## config.mk

```make
export PLATFORM = sky130hd
export DESIGN_NAME = mus_score_to_midi_converter_core
export DESIGN_NICKNAME = d
export VERILOG_FILES = /design/src/rtl/core/mstm_pkg.sv /design/src/rtl/core/mstm_ctrl.sv /design/src/rtl/core/mstm_dpath.sv /design/src/rtl/core/mus_score_to_midi_converter_core.sv
export SDC_FILE = /design/constraint.sdc
export NUM_CORES = 2
export LEC_CHECK = 0
export BUFFER_PORTS_ARGS = -buffer_cell sky130_fd_sc_hd__buf_2
export CAP_MARGIN = 40
export CORE_MARGIN = 1
export CORE_UTILIZATION = 35
export CTS_BUF_LIST = sky130_fd_sc_hd__clkbuf_16
export DETAILED_ROUTE_END_ITERATION = 12
export PLACE_DENSITY_LB_ADDON = 0.2
export SETUP_SLACK_MARGIN = 0.5
export SYNTH_ARGS = -nofsm -noshare
export SYNTH_HDL_FRONTEND = slang
export SYNTH_SLANG_ARGS = --single-unit
```

## constraint.sdc

```tcl
create_clock -name clock -period 7.7 [get_ports clock]
set_input_delay 0.385 -clock clock [delete_from_list [all_inputs] [get_ports clock]]
set_output_delay 0.385 -clock clock [all_outputs]
set_load 0.005 [all_outputs]
```

## src/rtl/core/mstm_pkg.sv

```systemverilog
package mstm_pkg;

   // Fixed sizes of the converter
   localparam int FRAME_BITS    = 48;
   localparam int MUS_CH_COUNT  = 16;
   localparam int MIDI_CH_COUNT = 16;
   localparam int NUMER_BITS    = 53;   // 32-bit ticks * 20-bit rate + 16-bit fraction
   localparam int DCNT_BITS     = $clog2(NUMER_BITS);

   // Result kinds
   localparam logic [1:0] KIND_MIDI  = 2'd0;
   localparam logic [1:0] KIND_DONE  = 2'd1;
   localparam logic [1:0] KIND_LOOP  = 2'd2;
   localparam logic [1:0] KIND_ERROR = 2'd3;

   // Error codes
   localparam logic [2:0] ERR_NONE      = 3'd0;
   localparam logic [2:0] ERR_TRUNC     = 3'd1;
   localparam logic [2:0] ERR_BAD_VALUE = 3'd2;
   localparam logic [2:0] ERR_DELAY_OVF = 3'd3;
   localparam logic [2:0] ERR_NO_CHAN   = 3'd4;
   localparam logic [2:0] ERR_TIME_OVF  = 3'd5;
   localparam logic [2:0] ERR_ZERO_LOOP = 3'd6;
   localparam logic [2:0] ERR_NO_END    = 3'd7;

   // Register indexes
   localparam logic [1:0] CSR_FRAME_RATE  = 2'd0;
   localparam logic [1:0] CSR_TICK_RATE   = 2'd1;
   localparam logic [1:0] CSR_LOOP_ENABLE = 2'd2;
   localparam logic [1:0] CSR_FIRST_FRAME = 2'd3;

   // MIDI message types and fixed numbers
   localparam logic [3:0] ST_NOTE_OFF = 4'h8;
   localparam logic [3:0] ST_NOTE_ON  = 4'h9;
   localparam logic [3:0] ST_CTRL     = 4'hB;
   localparam logic [3:0] ST_PROG     = 4'hC;
   localparam logic [3:0] ST_BEND     = 4'hE;
   localparam logic [6:0] CC_ALL_NOTES_OFF = 7'd123;
   localparam logic [3:0] PERC_MUS  = 4'd15;
   localparam logic [3:0] PERC_MIDI = 4'd9;

   typedef struct packed {
      logic [7:0] score_byte;
      logic       score_last;
   } req_type;

   typedef struct packed {
      logic [1:0]            result_kind;
      logic [7:0]            midi_status;
      logic [6:0]            midi_data_first;
      logic [6:0]            midi_data_second;
      logic [FRAME_BITS-1:0] frame_time;
      logic [2:0]            error_code;
      logic                  last_of_run;
   } rsp_type;

   // Controller to datapath
   typedef struct packed {
      logic capture;
      logic decode;
      logic mul;
      logic div_step;
      logic finish;
      logic emit;
   } cmd_type;

   // Datapath to controller
   typedef struct packed {
      logic need_delay;
      logic div_last;
      logic emit_done;
   } sts_type;

   // MUS controller number to MIDI controller
   function automatic logic [6:0] ctrl_num(input logic [3:0] idx);
      logic [6:0] v;
      unique case (idx)
         4'd1:    v = 7'd32;
         4'd2:    v = 7'd1;
         4'd3:    v = 7'd7;
         4'd4:    v = 7'd10;
         4'd5:    v = 7'd11;
         4'd6:    v = 7'd91;
         4'd7:    v = 7'd93;
         4'd8:    v = 7'd64;
         4'd9:    v = 7'd67;
         default: v = 7'd0;
      endcase
      return v;
   endfunction

   // MUS system event (value minus 10) to MIDI controller
   function automatic logic [6:0] sys_num(input logic [2:0] idx);
      logic [6:0] v;
      unique case (idx)
         3'd0:    v = 7'd120;
         3'd1:    v = 7'd123;
         3'd2:    v = 7'd126;
         3'd3:    v = 7'd127;
         3'd4:    v = 7'd121;
         default: v = 7'd120;
      endcase
      return v;
   endfunction

endpackage

```

## src/rtl/core/mstm_ctrl.sv

```systemverilog
module mstm_ctrl (
   input  logic              clock,
   input  logic              reset,
   input  logic              req_valid,
   output logic              req_stall,
   input  mstm_pkg::sts_type sts,
   output mstm_pkg::cmd_type cmd
);
   import mstm_pkg::*;

   typedef enum logic [5:0] {
      S_IDLE   = 6'b000001,
      S_DECODE = 6'b000010,
      S_MUL    = 6'b000100,
      S_DIV    = 6'b001000,
      S_FINISH = 6'b010000,
      S_EMIT   = 6'b100000
   } state_type;

   state_type state_ff, state_in;

   // Next state
   always_comb begin
      state_in = state_ff;
      unique case (state_ff)
         S_IDLE:   if (req_valid) state_in = S_DECODE;
         S_DECODE: state_in = sts.need_delay ? S_MUL : S_EMIT;
         S_MUL:    state_in = S_DIV;
         S_DIV:    if (sts.div_last) state_in = S_FINISH;
         S_FINISH: state_in = S_EMIT;
         S_EMIT:   if (sts.emit_done) state_in = S_IDLE;
         default:  state_in = S_IDLE;
      endcase
   end

   always_ff @(posedge clock) begin
      if (reset) state_ff <= S_IDLE;
      else       state_ff <= state_in;
   end

   // Commands
   assign req_stall    = (state_ff != S_IDLE);
   assign cmd.capture  = (state_ff == S_IDLE) & req_valid;
   assign cmd.decode   = (state_ff == S_DECODE);
   assign cmd.mul      = (state_ff == S_MUL);
   assign cmd.div_step = (state_ff == S_DIV);
   assign cmd.finish   = (state_ff == S_FINISH);
   assign cmd.emit     = (state_ff == S_EMIT);

endmodule

```

## src/rtl/core/mstm_dpath.sv

```systemverilog
module mstm_dpath (
   input  logic              clock,
   input  logic              reset,
   input  mstm_pkg::cmd_type cmd,
   output mstm_pkg::sts_type sts,
   input  mstm_pkg::req_type req_data,
   input  logic              csr_we,
   input  logic [1:0]        csr_index,
   input  logic [47:0]       csr_wdata,
   output logic              rsp_valid,
   input  logic              rsp_stall,
   output mstm_pkg::rsp_type rsp_data
);
   import mstm_pkg::*;

   typedef enum logic [3:0] {
      PH_DESC  = 4'd0,
      PH_REL   = 4'd1,
      PH_NOTE  = 4'd2,
      PH_VEL   = 4'd3,
      PH_PITCH = 4'd4,
      PH_SYS   = 4'd5,
      PH_CNUM  = 4'd6,
      PH_CVAL  = 4'd7,
      PH_SKIP  = 4'd8,
      PH_DELAY = 4'd9
   } phase_type;

   localparam logic [FRAME_BITS-1:0] FRAME_START = '0;

   // Configuration
   logic [19:0] rate_ff;
   logic [15:0] tick_ff;
   logic        loop_en_ff;

   // Parser and song state
   req_type               in_ff;
   phase_type             ph_ff;
   logic [7:0]            desc_ff, op_ff;
   logic [31:0]           accum_ff;
   logic [2:0]            dcnt_ff;
   logic [4:0]            asg_ff [MUS_CH_COUNT];
   logic [6:0]            vel_ff [MUS_CH_COUNT];
   logic [4:0]            nf_ff;
   logic [FRAME_BITS-1:0] fc_ff;
   logic [15:0]           frac_ff;
   logic [31:0]           lt_ff;
   logic                  halted_ff;

   // Divider
   logic [NUMER_BITS-1:0] num_ff;
   logic [15:0]           rem_ff;
   logic [DCNT_BITS-1:0]  divc_ff;

   // Result slots and output register
   rsp_type    slot_ff [2];
   logic [1:0] scnt_ff, sidx_ff;
   rsp_type    rsp_ff;
   logic       rsp_valid_ff;

   function automatic rsp_type mk(input logic [1:0] kind, input logic [7:0] st,
                                  input logic [6:0] d1, input logic [6:0] d2,
                                  input logic [2:0] err, input logic [FRAME_BITS-1:0] fc);
      rsp_type r;
      r.result_kind      = kind;
      r.midi_status      = st;
      r.midi_data_first  = d1;
      r.midi_data_second = d2;
      r.frame_time       = fc;
      r.error_code       = err;
      r.last_of_run      = 1'b0;
      return r;
   endfunction

   // Byte decode: all state updates and results of one item
   phase_type  d_ph;
   logic [7:0] d_desc, d_op;
   logic [31:0] d_accum;
   logic [2:0] d_dcnt;
   logic       d_asg_we, d_vel_we, d_clr, d_halt, d_need;
   logic [4:0] d_asg_val, d_nf;
   logic [6:0] d_vel_val;
   logic [1:0] d_n;
   rsp_type    d_res [2];

   always_comb begin
      logic [7:0]  b;
      logic        fin, done, bad, endev, grp;
      logic [2:0]  typ;
      logic [3:0]  mch, ch;
      logic [4:0]  ch5;
      logic        ch_ok;
      logic [38:0] ext;
      logic [2:0]  cnt_nx;
      logic [6:0]  bv, vel;
      logic [7:0]  sysix;
      rsp_type     msg;

      b       = in_ff.score_byte;
      fin     = in_ff.score_last;
      done    = 1'b0;
      bad     = 1'b0;
      endev   = 1'b0;
      typ     = desc_ff[6:4];
      mch     = 4'd0;
      ch      = 4'd0;
      ch5     = 5'd0;
      ch_ok   = 1'b0;
      ext     = '0;
      cnt_nx  = 3'd0;
      bv      = 7'd0;
      vel     = 7'd0;
      sysix   = 8'd0;
      msg     = mk(KIND_MIDI, 8'd0, 7'd0, 7'd0, ERR_NONE, fc_ff);
      grp     = 1'b0;

      d_ph      = ph_ff;
      d_desc    = desc_ff;
      d_op      = op_ff;
      d_accum   = accum_ff;
      d_dcnt    = dcnt_ff;
      d_asg_we  = 1'b0;
      d_asg_val = 5'd0;
      d_vel_we  = 1'b0;
      d_vel_val = b[6:0];
      d_nf      = nf_ff;
      d_clr     = 1'b0;
      d_halt    = 1'b0;
      d_need    = 1'b0;
      d_n       = 2'd0;
      d_res[0]  = mk(KIND_MIDI, 8'd0, 7'd0, 7'd0, ERR_NONE, fc_ff);
      d_res[1]  = d_res[0];

      if (!halted_ff) begin
         // Phase handling
         unique case (ph_ff)
            PH_DESC: begin
               d_desc = b;
               typ    = b[6:4];
               unique case (b[6:4])
                  3'd0: d_ph = PH_REL;
                  3'd1: d_ph = PH_NOTE;
                  3'd2: d_ph = PH_PITCH;
                  3'd3: d_ph = PH_SYS;
                  3'd4: d_ph = PH_CNUM;
                  3'd5: done = 1'b1;
                  3'd6: begin
                     // End of score
                     endev = 1'b1;
                     if (!loop_en_ff) begin
                        d_halt   = 1'b1;
                        d_res[0] = mk(KIND_DONE, 8'd0, 7'd0, 7'd0, ERR_NONE, fc_ff);
                     end else if (lt_ff == 32'd0) begin
                        d_halt   = 1'b1;
                        d_res[0] = mk(KIND_ERROR, 8'd0, 7'd0, 7'd0, ERR_ZERO_LOOP, fc_ff);
                     end else begin
                        d_clr    = 1'b1;
                        d_nf     = 5'd0;
                        d_ph     = PH_DESC;
                        d_res[0] = mk(KIND_LOOP, 8'd0, 7'd0, 7'd0, ERR_NONE, fc_ff);
                     end
                     d_n = 2'd1;
                  end
                  default: d_ph = PH_SKIP;
               endcase
            end
            PH_REL, PH_PITCH: begin
               d_op = b;
               done = 1'b1;
            end
            PH_NOTE: begin
               d_op = {1'b0, b[6:0]};
               if (b[7]) d_ph = PH_VEL;
               else      done = 1'b1;
            end
            PH_VEL: begin
               d_vel_we = 1'b1;
               done     = 1'b1;
            end
            PH_SYS: begin
               d_op = b;
               bad  = (b < 8'd10) || (b > 8'd14);
               done = 1'b1;
            end
            PH_CNUM: begin
               d_op = b;
               d_ph = PH_CVAL;
            end
            PH_CVAL: begin
               bad  = (op_ff > 8'd9);
               done = 1'b1;
            end
            PH_SKIP: done = 1'b1;
            PH_DELAY: begin
               // One base-128 delay digit
               ext = {accum_ff, 7'd0} + {32'd0, b[6:0]};
               if (ext[38:32] != 7'd0) begin
                  d_halt   = 1'b1;
                  d_res[0] = mk(KIND_ERROR, 8'd0, 7'd0, 7'd0, ERR_DELAY_OVF, fc_ff);
                  d_n      = 2'd1;
               end else begin
                  cnt_nx  = dcnt_ff + 3'd1;
                  d_accum = ext[31:0];
                  d_dcnt  = cnt_nx;
                  if (b[7]) begin
                     if (cnt_nx >= 3'd5) begin
                        d_halt   = 1'b1;
                        d_res[0] = mk(KIND_ERROR, 8'd0, 7'd0, 7'd0, ERR_DELAY_OVF, fc_ff);
                        d_n      = 2'd1;
                     end else if (fin) begin
                        d_halt   = 1'b1;
                        d_res[0] = mk(KIND_ERROR, 8'd0, 7'd0, 7'd0, ERR_TRUNC, fc_ff);
                        d_n      = 2'd1;
                     end
                  end else if (fin) begin
                     d_halt   = 1'b1;
                     d_res[0] = mk(KIND_ERROR, 8'd0, 7'd0, 7'd0, ERR_NO_END, fc_ff);
                     d_n      = 2'd1;
                  end else begin
                     d_ph   = PH_DESC;
                     d_need = 1'b1;
                  end
               end
            end
            default: ;
         endcase

         // Event completion
         if (ph_ff != PH_DELAY && !endev) begin
            grp = d_desc[7];
            if (bad) begin
               d_halt   = 1'b1;
               d_res[0] = mk(KIND_ERROR, 8'd0, 7'd0, 7'd0, ERR_BAD_VALUE, fc_ff);
               d_n      = 2'd1;
            end else if (!done) begin
               if (fin) begin
                  d_halt   = 1'b1;
                  d_res[0] = mk(KIND_ERROR, 8'd0, 7'd0, 7'd0, ERR_TRUNC, fc_ff);
                  d_n      = 2'd1;
               end
            end else if (fin) begin
               d_halt   = 1'b1;
               d_res[0] = mk(KIND_ERROR, 8'd0, 7'd0, 7'd0,
                             grp ? ERR_TRUNC : ERR_NO_END, fc_ff);
               d_n      = 2'd1;
            end else begin
               if (grp) begin
                  d_ph    = PH_DELAY;
                  d_accum = 32'd0;
                  d_dcnt  = 3'd0;
               end else begin
                  d_ph = PH_DESC;
               end
               if (typ <= 3'd4) begin
                  // Channel mapping
                  mch = d_desc[3:0];
                  if (mch == PERC_MUS) begin
                     ch    = PERC_MIDI;
                     ch_ok = 1'b1;
                  end else if (asg_ff[mch][4]) begin
                     ch    = asg_ff[mch][3:0];
                     ch_ok = 1'b1;
                  end else begin
                     ch5 = (nf_ff == {1'b0, PERC_MIDI}) ? nf_ff + 5'd1 : nf_ff;
                     if (ch5 >= 5'(MIDI_CH_COUNT)) begin
                        d_halt   = 1'b1;
                        d_res[0] = mk(KIND_ERROR, 8'd0, 7'd0, 7'd0, ERR_NO_CHAN, fc_ff);
                        d_n      = 2'd1;
                     end else begin
                        ch        = ch5[3:0];
                        ch_ok     = 1'b1;
                        d_asg_we  = 1'b1;
                        d_asg_val = {1'b1, ch5[3:0]};
                        d_nf      = ch5 + 5'd1;
                        d_res[0]  = mk(KIND_MIDI, {ST_CTRL, ch5[3:0]}, CC_ALL_NOTES_OFF,
                                       7'd0, ERR_NONE, fc_ff);
                        d_n       = 2'd1;
                     end
                  end
                  // Event message
                  if (ch_ok) begin
                     vel   = (ph_ff == PH_VEL) ? b[6:0] : vel_ff[mch];
                     bv    = b[7] ? 7'd127 : b[6:0];
                     sysix = d_op - 8'd10;
                     unique case (typ)
                        3'd0: msg = mk(KIND_MIDI, {ST_NOTE_OFF, ch}, d_op[6:0], 7'd0,
                                       ERR_NONE, fc_ff);
                        3'd1: msg = mk(KIND_MIDI, {ST_NOTE_ON, ch}, d_op[6:0], vel,
                                       ERR_NONE, fc_ff);
                        3'd2: msg = mk(KIND_MIDI, {ST_BEND, ch}, {d_op[0], 6'd0},
                                       d_op[7:1], ERR_NONE, fc_ff);
                        3'd3: msg = mk(KIND_MIDI, {ST_CTRL, ch}, sys_num(sysix[2:0]),
                                       7'd0, ERR_NONE, fc_ff);
                        default: begin
                           if (d_op == 8'd0)
                              msg = mk(KIND_MIDI, {ST_PROG, ch}, bv, 7'd0, ERR_NONE, fc_ff);
                           else
                              msg = mk(KIND_MIDI, {ST_CTRL, ch}, ctrl_num(d_op[3:0]), bv,
                                       ERR_NONE, fc_ff);
                        end
                     endcase
                     if (d_n == 2'd0) begin
                        d_res[0] = msg;
                        d_n      = 2'd1;
                     end else begin
                        d_res[1] = msg;
                        d_n      = 2'd2;
                     end
                  end
               end
            end
         end
      end

      // Mark the final result of the item
      if (d_n == 2'd1) d_res[0].last_of_run = 1'b1;
      if (d_n == 2'd2) d_res[1].last_of_run = 1'b1;
   end

   // Delay scaling: product, divide step, final update
   logic [51:0]           prod;
   logic [15:0]           dvs;
   logic [16:0]           rem_sh;
   logic                  ge;
   logic [53:0]           fsum;
   logic [32:0]           lsum;
   logic                  f_ovf, l_ovf;
   logic [FRAME_BITS-1:0] fc_new;
   rsp_type               tovf_res;

   assign prod   = accum_ff * rate_ff;
   assign dvs    = (tick_ff == 16'd0) ? 16'd1 : tick_ff;
   assign rem_sh = {rem_ff, num_ff[NUMER_BITS-1]};
   assign ge     = (rem_sh >= {1'b0, dvs});
   assign fsum   = {6'd0, fc_ff} + {1'b0, num_ff};
   assign f_ovf  = (fsum[53:FRAME_BITS] != '0);
   assign fc_new = fsum[FRAME_BITS-1:0];
   assign lsum   = {1'b0, lt_ff} + {1'b0, accum_ff};
   assign l_ovf  = lsum[32];

   // Time overflow result, the only result of its item
   always_comb begin
      tovf_res = mk(KIND_ERROR, 8'd0, 7'd0, 7'd0, ERR_TIME_OVF, f_ovf ? fc_ff : fc_new);
      tovf_res.last_of_run = 1'b1;
   end

   // Status to controller
   assign sts.need_delay = d_need;
   assign sts.div_last   = (divc_ff == DCNT_BITS'(NUMER_BITS - 1));
   assign sts.emit_done  = (sidx_ff == scnt_ff);

   // Control and song state
   always_ff @(posedge clock) begin
      if (reset) begin
         rate_ff    <= 20'd44100;
         tick_ff    <= 16'd140;
         loop_en_ff <= 1'b0;
         ph_ff      <= PH_DESC;
         desc_ff    <= 8'd0;
         op_ff      <= 8'd0;
         accum_ff   <= 32'd0;
         dcnt_ff    <= 3'd0;
         nf_ff      <= 5'd0;
         fc_ff      <= FRAME_START;
         frac_ff    <= 16'd0;
         lt_ff      <= 32'd0;
         halted_ff  <= 1'b0;
         scnt_ff    <= 2'd0;
         sidx_ff    <= 2'd0;
         for (int i = 0; i < MUS_CH_COUNT; i++) begin
            asg_ff[i] <= 5'd0;
            vel_ff[i] <= 7'd127;
         end
      end else begin
         // Register writes
         if (csr_we) begin
            unique case (csr_index)
               CSR_FRAME_RATE:  rate_ff    <= csr_wdata[19:0];
               CSR_TICK_RATE:   tick_ff    <= csr_wdata[15:0];
               CSR_LOOP_ENABLE: loop_en_ff <= csr_wdata[0];
               CSR_FIRST_FRAME: fc_ff      <= csr_wdata[FRAME_BITS-1:0];
               default: ;
            endcase
         end
         // Commit decode
         if (cmd.decode) begin
            ph_ff     <= d_ph;
            desc_ff   <= d_desc;
            op_ff     <= d_op;
            accum_ff  <= d_accum;
            dcnt_ff   <= d_dcnt;
            nf_ff     <= d_nf;
            halted_ff <= halted_ff | d_halt;
            scnt_ff   <= d_n;
            sidx_ff   <= 2'd0;
            if (d_asg_we) asg_ff[d_desc[3:0]] <= d_asg_val;
            if (d_vel_we) vel_ff[d_desc[3:0]] <= d_vel_val;
            if (d_clr) begin
               lt_ff <= 32'd0;
               for (int i = 0; i < MUS_CH_COUNT; i++) begin
                  asg_ff[i] <= 5'd0;
                  vel_ff[i] <= 7'd127;
               end
            end
         end
         // Apply the scaled delay
         if (cmd.finish) begin
            frac_ff <= rem_ff;
            if (f_ovf) begin
               halted_ff <= 1'b1;
               scnt_ff   <= 2'd1;
            end else begin
               fc_ff <= fc_new;
               if (l_ovf) begin
                  halted_ff <= 1'b1;
                  scnt_ff   <= 2'd1;
               end else begin
                  lt_ff <= lsum[31:0];
               end
            end
         end
         if (cmd.emit && sidx_ff != scnt_ff && (!rsp_valid_ff || !rsp_stall))
            sidx_ff <= sidx_ff + 2'd1;
      end
   end

   // Payload registers: input byte, divider, result slots
   always_ff @(posedge clock) begin
      if (cmd.capture) in_ff <= req_data;
      if (cmd.mul) begin
         num_ff  <= {1'b0, prod} + {37'd0, frac_ff};
         rem_ff  <= 16'd0;
         divc_ff <= '0;
      end else if (cmd.div_step) begin
         num_ff  <= {num_ff[NUMER_BITS-2:0], ge};
         rem_ff  <= ge ? 16'(rem_sh - {1'b0, dvs}) : rem_sh[15:0];
         divc_ff <= divc_ff + DCNT_BITS'(1);
      end
      if (cmd.decode) begin
         slot_ff[0] <= d_res[0];
         slot_ff[1] <= d_res[1];
      end else if (cmd.finish) begin
         slot_ff[0] <= tovf_res;
      end
   end

   // Output register
   always_ff @(posedge clock) begin
      if (reset) begin
         rsp_valid_ff <= 1'b0;
      end else if (cmd.emit && sidx_ff != scnt_ff && (!rsp_valid_ff || !rsp_stall)) begin
         rsp_valid_ff <= 1'b1;
      end else if (rsp_valid_ff && !rsp_stall) begin
         rsp_valid_ff <= 1'b0;
      end
   end

   always_ff @(posedge clock) begin
      if (cmd.emit && sidx_ff != scnt_ff && (!rsp_valid_ff || !rsp_stall))
         rsp_ff <= slot_ff[sidx_ff[0]];
   end

   assign rsp_valid = rsp_valid_ff;
   assign rsp_data  = rsp_ff;

endmodule

```

## src/rtl/core/mus_score_to_midi_converter_core.sv

```systemverilog
// MUS score to MIDI converter. Score bytes enter one item at a time on req_*; each byte
// gives zero to two results on rsp_* (MIDI message, song finished, loop restart or error),
// each stamped with the output frame. For a byte that ends a group delay, the delay is
// scaled by one 32x20 multiply and then a 53-step bit-serial divide by tick_rate (by 1
// when tick_rate is zero) before any result goes out. A stalled output holds the results
// back and keeps further bytes out. After an error or a finished song the block drops all
// bytes until reset. Registers are written on csr_*: 0 frame rate, 1 tick_rate,
// 2 loop_enable, 3 first frame (also loads the frame clock); write them only while the
// block is idle.
module mus_score_to_midi_converter_core (
   input  logic              clock,
   input  logic              reset,
   input  logic              req_valid,
   output logic              req_stall,
   input  mstm_pkg::req_type req_data,
   output logic              rsp_valid,
   input  logic              rsp_stall,
   output mstm_pkg::rsp_type rsp_data,
   input  logic              csr_we,
   input  logic [1:0]        csr_index,
   input  logic [47:0]       csr_wdata
);
   import mstm_pkg::*;

   cmd_type cmd;
   sts_type sts;

   mstm_ctrl u_ctrl (
      .clock     (clock),
      .reset     (reset),
      .req_valid (req_valid),
      .req_stall (req_stall),
      .sts       (sts),
      .cmd       (cmd)
   );

   mstm_dpath u_dpath (
      .clock     (clock),
      .reset     (reset),
      .cmd       (cmd),
      .sts       (sts),
      .req_data  (req_data),
      .csr_we    (csr_we),
      .csr_index (csr_index),
      .csr_wdata (csr_wdata),
      .rsp_valid (rsp_valid),
      .rsp_stall (rsp_stall),
      .rsp_data  (rsp_data)
   );

   // One item in flight at a time
   a_one_item: assert property (@(posedge clock) disable iff (reset)
      (req_valid && !req_stall) |=> req_stall)
      else $error("input taken while an item is in work");

   // Error codes only on error results
   a_err_kind: assert property (@(posedge clock) disable iff (reset)
      (rsp_valid && rsp_data.result_kind != KIND_ERROR) |-> rsp_data.error_code == ERR_NONE)
      else $error("error code on a non-error result");

   // Non-MIDI results carry no message
   a_msg_kind: assert property (@(posedge clock) disable iff (reset)
      (rsp_valid && rsp_data.result_kind != KIND_MIDI) |-> rsp_data.midi_status == 8'd0)
      else $error("MIDI status on a non-MIDI result");

endmodule

```

==> flow_summary.json <==
{
  "antenna_found_initial": 11,
  "crit_end": "u_dpath.num_ff[39]",
  "clk_pin_slew_worst_paths_ns": 0.06,
  "cts.sink_count": 700,
  "routabilityCongestion": 0.9163,
  "min_from": "csr_wdata[5]",
  "grt_max_degree": 98,
  "synth.cell_area_um2": 56660,
  "power.total_mw": 9.224,
  "relSlewSlack_pct": 38.99,
  "via_per_inst": 5.231,
  "synth_warnings": 0,
  "synthArstFlopShare_pct": 0,
  "ant_nets": 0,
  "initial_utilization_pct": 35.29,
  "cp.arrival_ns": 7.49,
  "syn_inst": 5812,
  "final_cells": 8166,
  "vias": 42720,
  "syn_avg_cell_area_um2": 9.749,
  "dieArea_um2": 163500,
  "dp_cells": 7955,
  "areaGrowthSynthToFinish_pct": 14.19,
  "synth_top_area_share_pct": 23.58,
  "reg2reg_depth": 23,
  "layout_commonest_cell": "nand2_1",
  "maxCapViolations": 0,
  "rr_endpoint": "u_dpath.num_ff[39]",
  "cts_tree": "yes",
  "dr_wl_met3_mm": 10.15,
  "wl_per_cell_um": 21.99,
  "yosys_register_bits": 700,
  "outcome": "complete, no violations",
  "drt-met1-wl_mm": 82.03,
  "die_w_um": 404.3,
  "tightest_slew_ns": 0.9055,
  "dp_hpwl_mm": 129.4,
  "setup_viol": 0,
  "root_buffer": "clkbuf_16",
  "synth_edf_count": 445,
  "final_nets": 6850,
  "finClkSkew_ns": 0.03391,
  "drt_iter0_markers": 3129,
  "synth_seq_area_share_pct": 32.59,
  "nFillCells": 15750,
  "met2_length_mm": 82.93,
  "drc_errors": 0,
  "vdd.ir_drop.worst_mv": 0.1669,
  "yosys.area.top_type": "edfxtp_1",
  "cts_max_level": 3,
  "routed.top_layer": "met5",
  "hold_path_class": "in2reg",
  "num_rows": 147,
  "cts_buffer_depth": 3,
  "crit_path_start_kind": "flop",
  "finalHoldViolations": 0,
  "core_um2": 160600,
  "tns_ns": 0,
  "synthTopCellsByArea": "edfxtp_1 24%, fa_1 20%, dfxtp_1 9.0%",
  "grt_setup_unrepaired": "yes",
  "worstReg2RegStart": "u_dpath.rate_ff[3]",
  "synth_nets": 6722,
  "power_leakage_nw": 27.35,
  "path_class": "reg2reg",
  "grt_pass1_wl_mm": 267.7,
  "reg2reg_slack_ns": 0.59,
  "ios": 142,
  "numPortBuffers": 141,
  "timing.final.crit_share_pct": 92.30,
  "clk_latency_ns": 0.70,
  "drv_slew": 0,
  "synth_cell_types": 91,
  "grt_pass1_vias": 43380,
  "drtPass1Iterations": 6,
  "p_per_area_nw_per_um2": 142.6,
  "grtUsageTotal_pct": 21.37,
  "fmax_ghz": 0.1407,
  "period_needed_ns": 7.107,
  "drive_gt1_share_pct": 13.62,
  "drt_wl_total_mm": 179.6,
  "synth-main-ff-cell": "edfxtp_1",
  "worst_ep_required_time_ns": 8.08,
  "cp-startpoint": "u_dpath.rate_ff[3]",
  "crit_path_end_kind": "flop",
  "layout_common_cells": "820 x nand2_1, 681 x inv_1, 550 x fa_1",
  "cts_buffers": 78,
  "chipHeight_um": 404.3,
  "cp_max_fo": 8,
  "grt-ovfl-total": 0
}
per-stage QoR:
step	setup slack [ns]	hold slack, ns	utilization, %	area, µm²
6_report	0.5930	0.05736	40.29	64700
3_3_place_gp	0.2364	0.4215	37.59	60360
5_1_grt	0.3692	0.04555	40.29	64700
3_5_place_dp	0.2040	0.4291	37.76	60620
2_1_floorplan	0.8182	0.4116	-	56660
4_1_cts	0.4640	0.002786	39.60	63590
cells by family after synthesis:
logic type      count (synthesis)  share of synthesized area [%]
simple gates                 1908                          16.10
buf+inv                      1028                          6.912
compound gates                941                          10.52
fa+ha+maj                     846                          26.05
flops                         700                          32.59
mux                           244                          5.591
xor+xnor                      144                          2.226
other cells                     1                       0.006619
power breakdown:
group          switching, mW  internal (mW)
Clock                   1.68           2.24
Combinational          0.775          0.382
Sequential            0.0726           4.08
Total                   2.53           6.69
critical path: stages, from the launching register on:
cell and delay [ns]:
dfxtp_4 0.46, clkbuf_16 0.22, and2_1 0.16, fa_1 0.45, fa_1 0.51, inv_1 0.05, fa_1 0.47, inv_1 0.05
fa_1 0.49, inv_1 0.05, fa_1 0.52, inv_1 0.05, fa_1 0.45, fa_1 0.50, ha_2 0.31, a21o_1 0.20
a21oi_2 0.19, o2bb2ai_2 0.11, o41ai_2 0.47, a2111o_1 0.29, a31oi_4 0.12, xnor2_1 0.40, buf_4 0.20, o21ai_0 0.07
worst min-delay path by stage:
stage / to / depth (start not counted)
after floorplan: u_dpath.slot_ff[0][59] / 2
after global placement: u_dpath.slot_ff[0][63] / 2
after detailed placement: u_dpath.slot_ff[0][62] / 2
after CTS: u_dpath.rate_ff[3] / 3
after global routing: u_dpath.tick_ff[5] / 3
final: u_dpath.rate_ff[5] / 3
metal layers:
layer,vias up,GRT usage [%]
met2,1165,34.82
li1,19740,-
met1,21580,29.94
met5,-,0
met3,229,2.616
met4,6,5.522
sequential cells by signal, summed over array words and instances, names as in the netlist, 3 cells and up:
register / flops
u_dpath.lt_ff: 32
u_dpath.tick_ff: 16
u_dpath.ph_ff: 4
u_dpath.frac_ff: 16
u_ctrl.state_ff: 6
u_dpath.rem_ff: 16
u_dpath.divc_ff: 6
u_dpath.d_vel_val: 7
u_dpath.nf_ff: 5
u_dpath.vel_ff: 112
u_dpath.op_ff: 8
u_dpath.num_ff: 53
u_dpath.asg_ff: 76
u_dpath.slot_ff: 147
u_dpath.accum_ff: 32
u_dpath.desc_ff: 8
u_dpath.fc_ff: 48
u_dpath.rate_ff: 20
u_dpath.dcnt_ff: 3
u_dpath.rsp_data: 76
area by class of cell:
cell class	instances	area [µm²]	share of cell area (%)
inverters	674	2532	3.914
clock inverters	64	619.3	0.9572
repair buffers	402	3475	5.370
multi-input cells	4084	34760	53.73
diodes	1	2.502	0.003868
clock buffers	81	2027	3.133
flip-flops and latches	700	18580	28.72
well taps	2160	2703	4.177
cell usage after synthesis (14+ instances only):
library cell    n
nand4_1        50
buf_2          24
ha_1          290
inv_1         672
nand2_1       822
a31oi_1        24
dfxtp_1       255
nor2b_1        31
a21o_1         88
nand3_1        92
fa_1          556
o21ai_0       234
xor2_1         57
o31ai_1        14
mux2_2        120
mux4_2         45
nor2_1        282
and3_1         17
a21oi_1       287
mux2i_1        78
nor3_1         44
clkbuf_1      318
a22o_1         54
a211oi_1       44
and2_1        340
o21bai_1       19
or3_1         125
edfxtp_1      445
nor4_1         18
nand2b_1       24
o21a_1         20
o211ai_1       24
xnor2_1        87
what timing repair did:
action                                  in CTS  in global routing
resized for setup                           40                126
hold buffers                                19                  0
endpoints found under the setup margin      17                 22
setup buffers                                0                 30
hold endpoints to repair                    21                  0
pin swaps                                    2                 35
cloned                                       1                 14
Note: power is estimated with default switching activity, not from simulation.
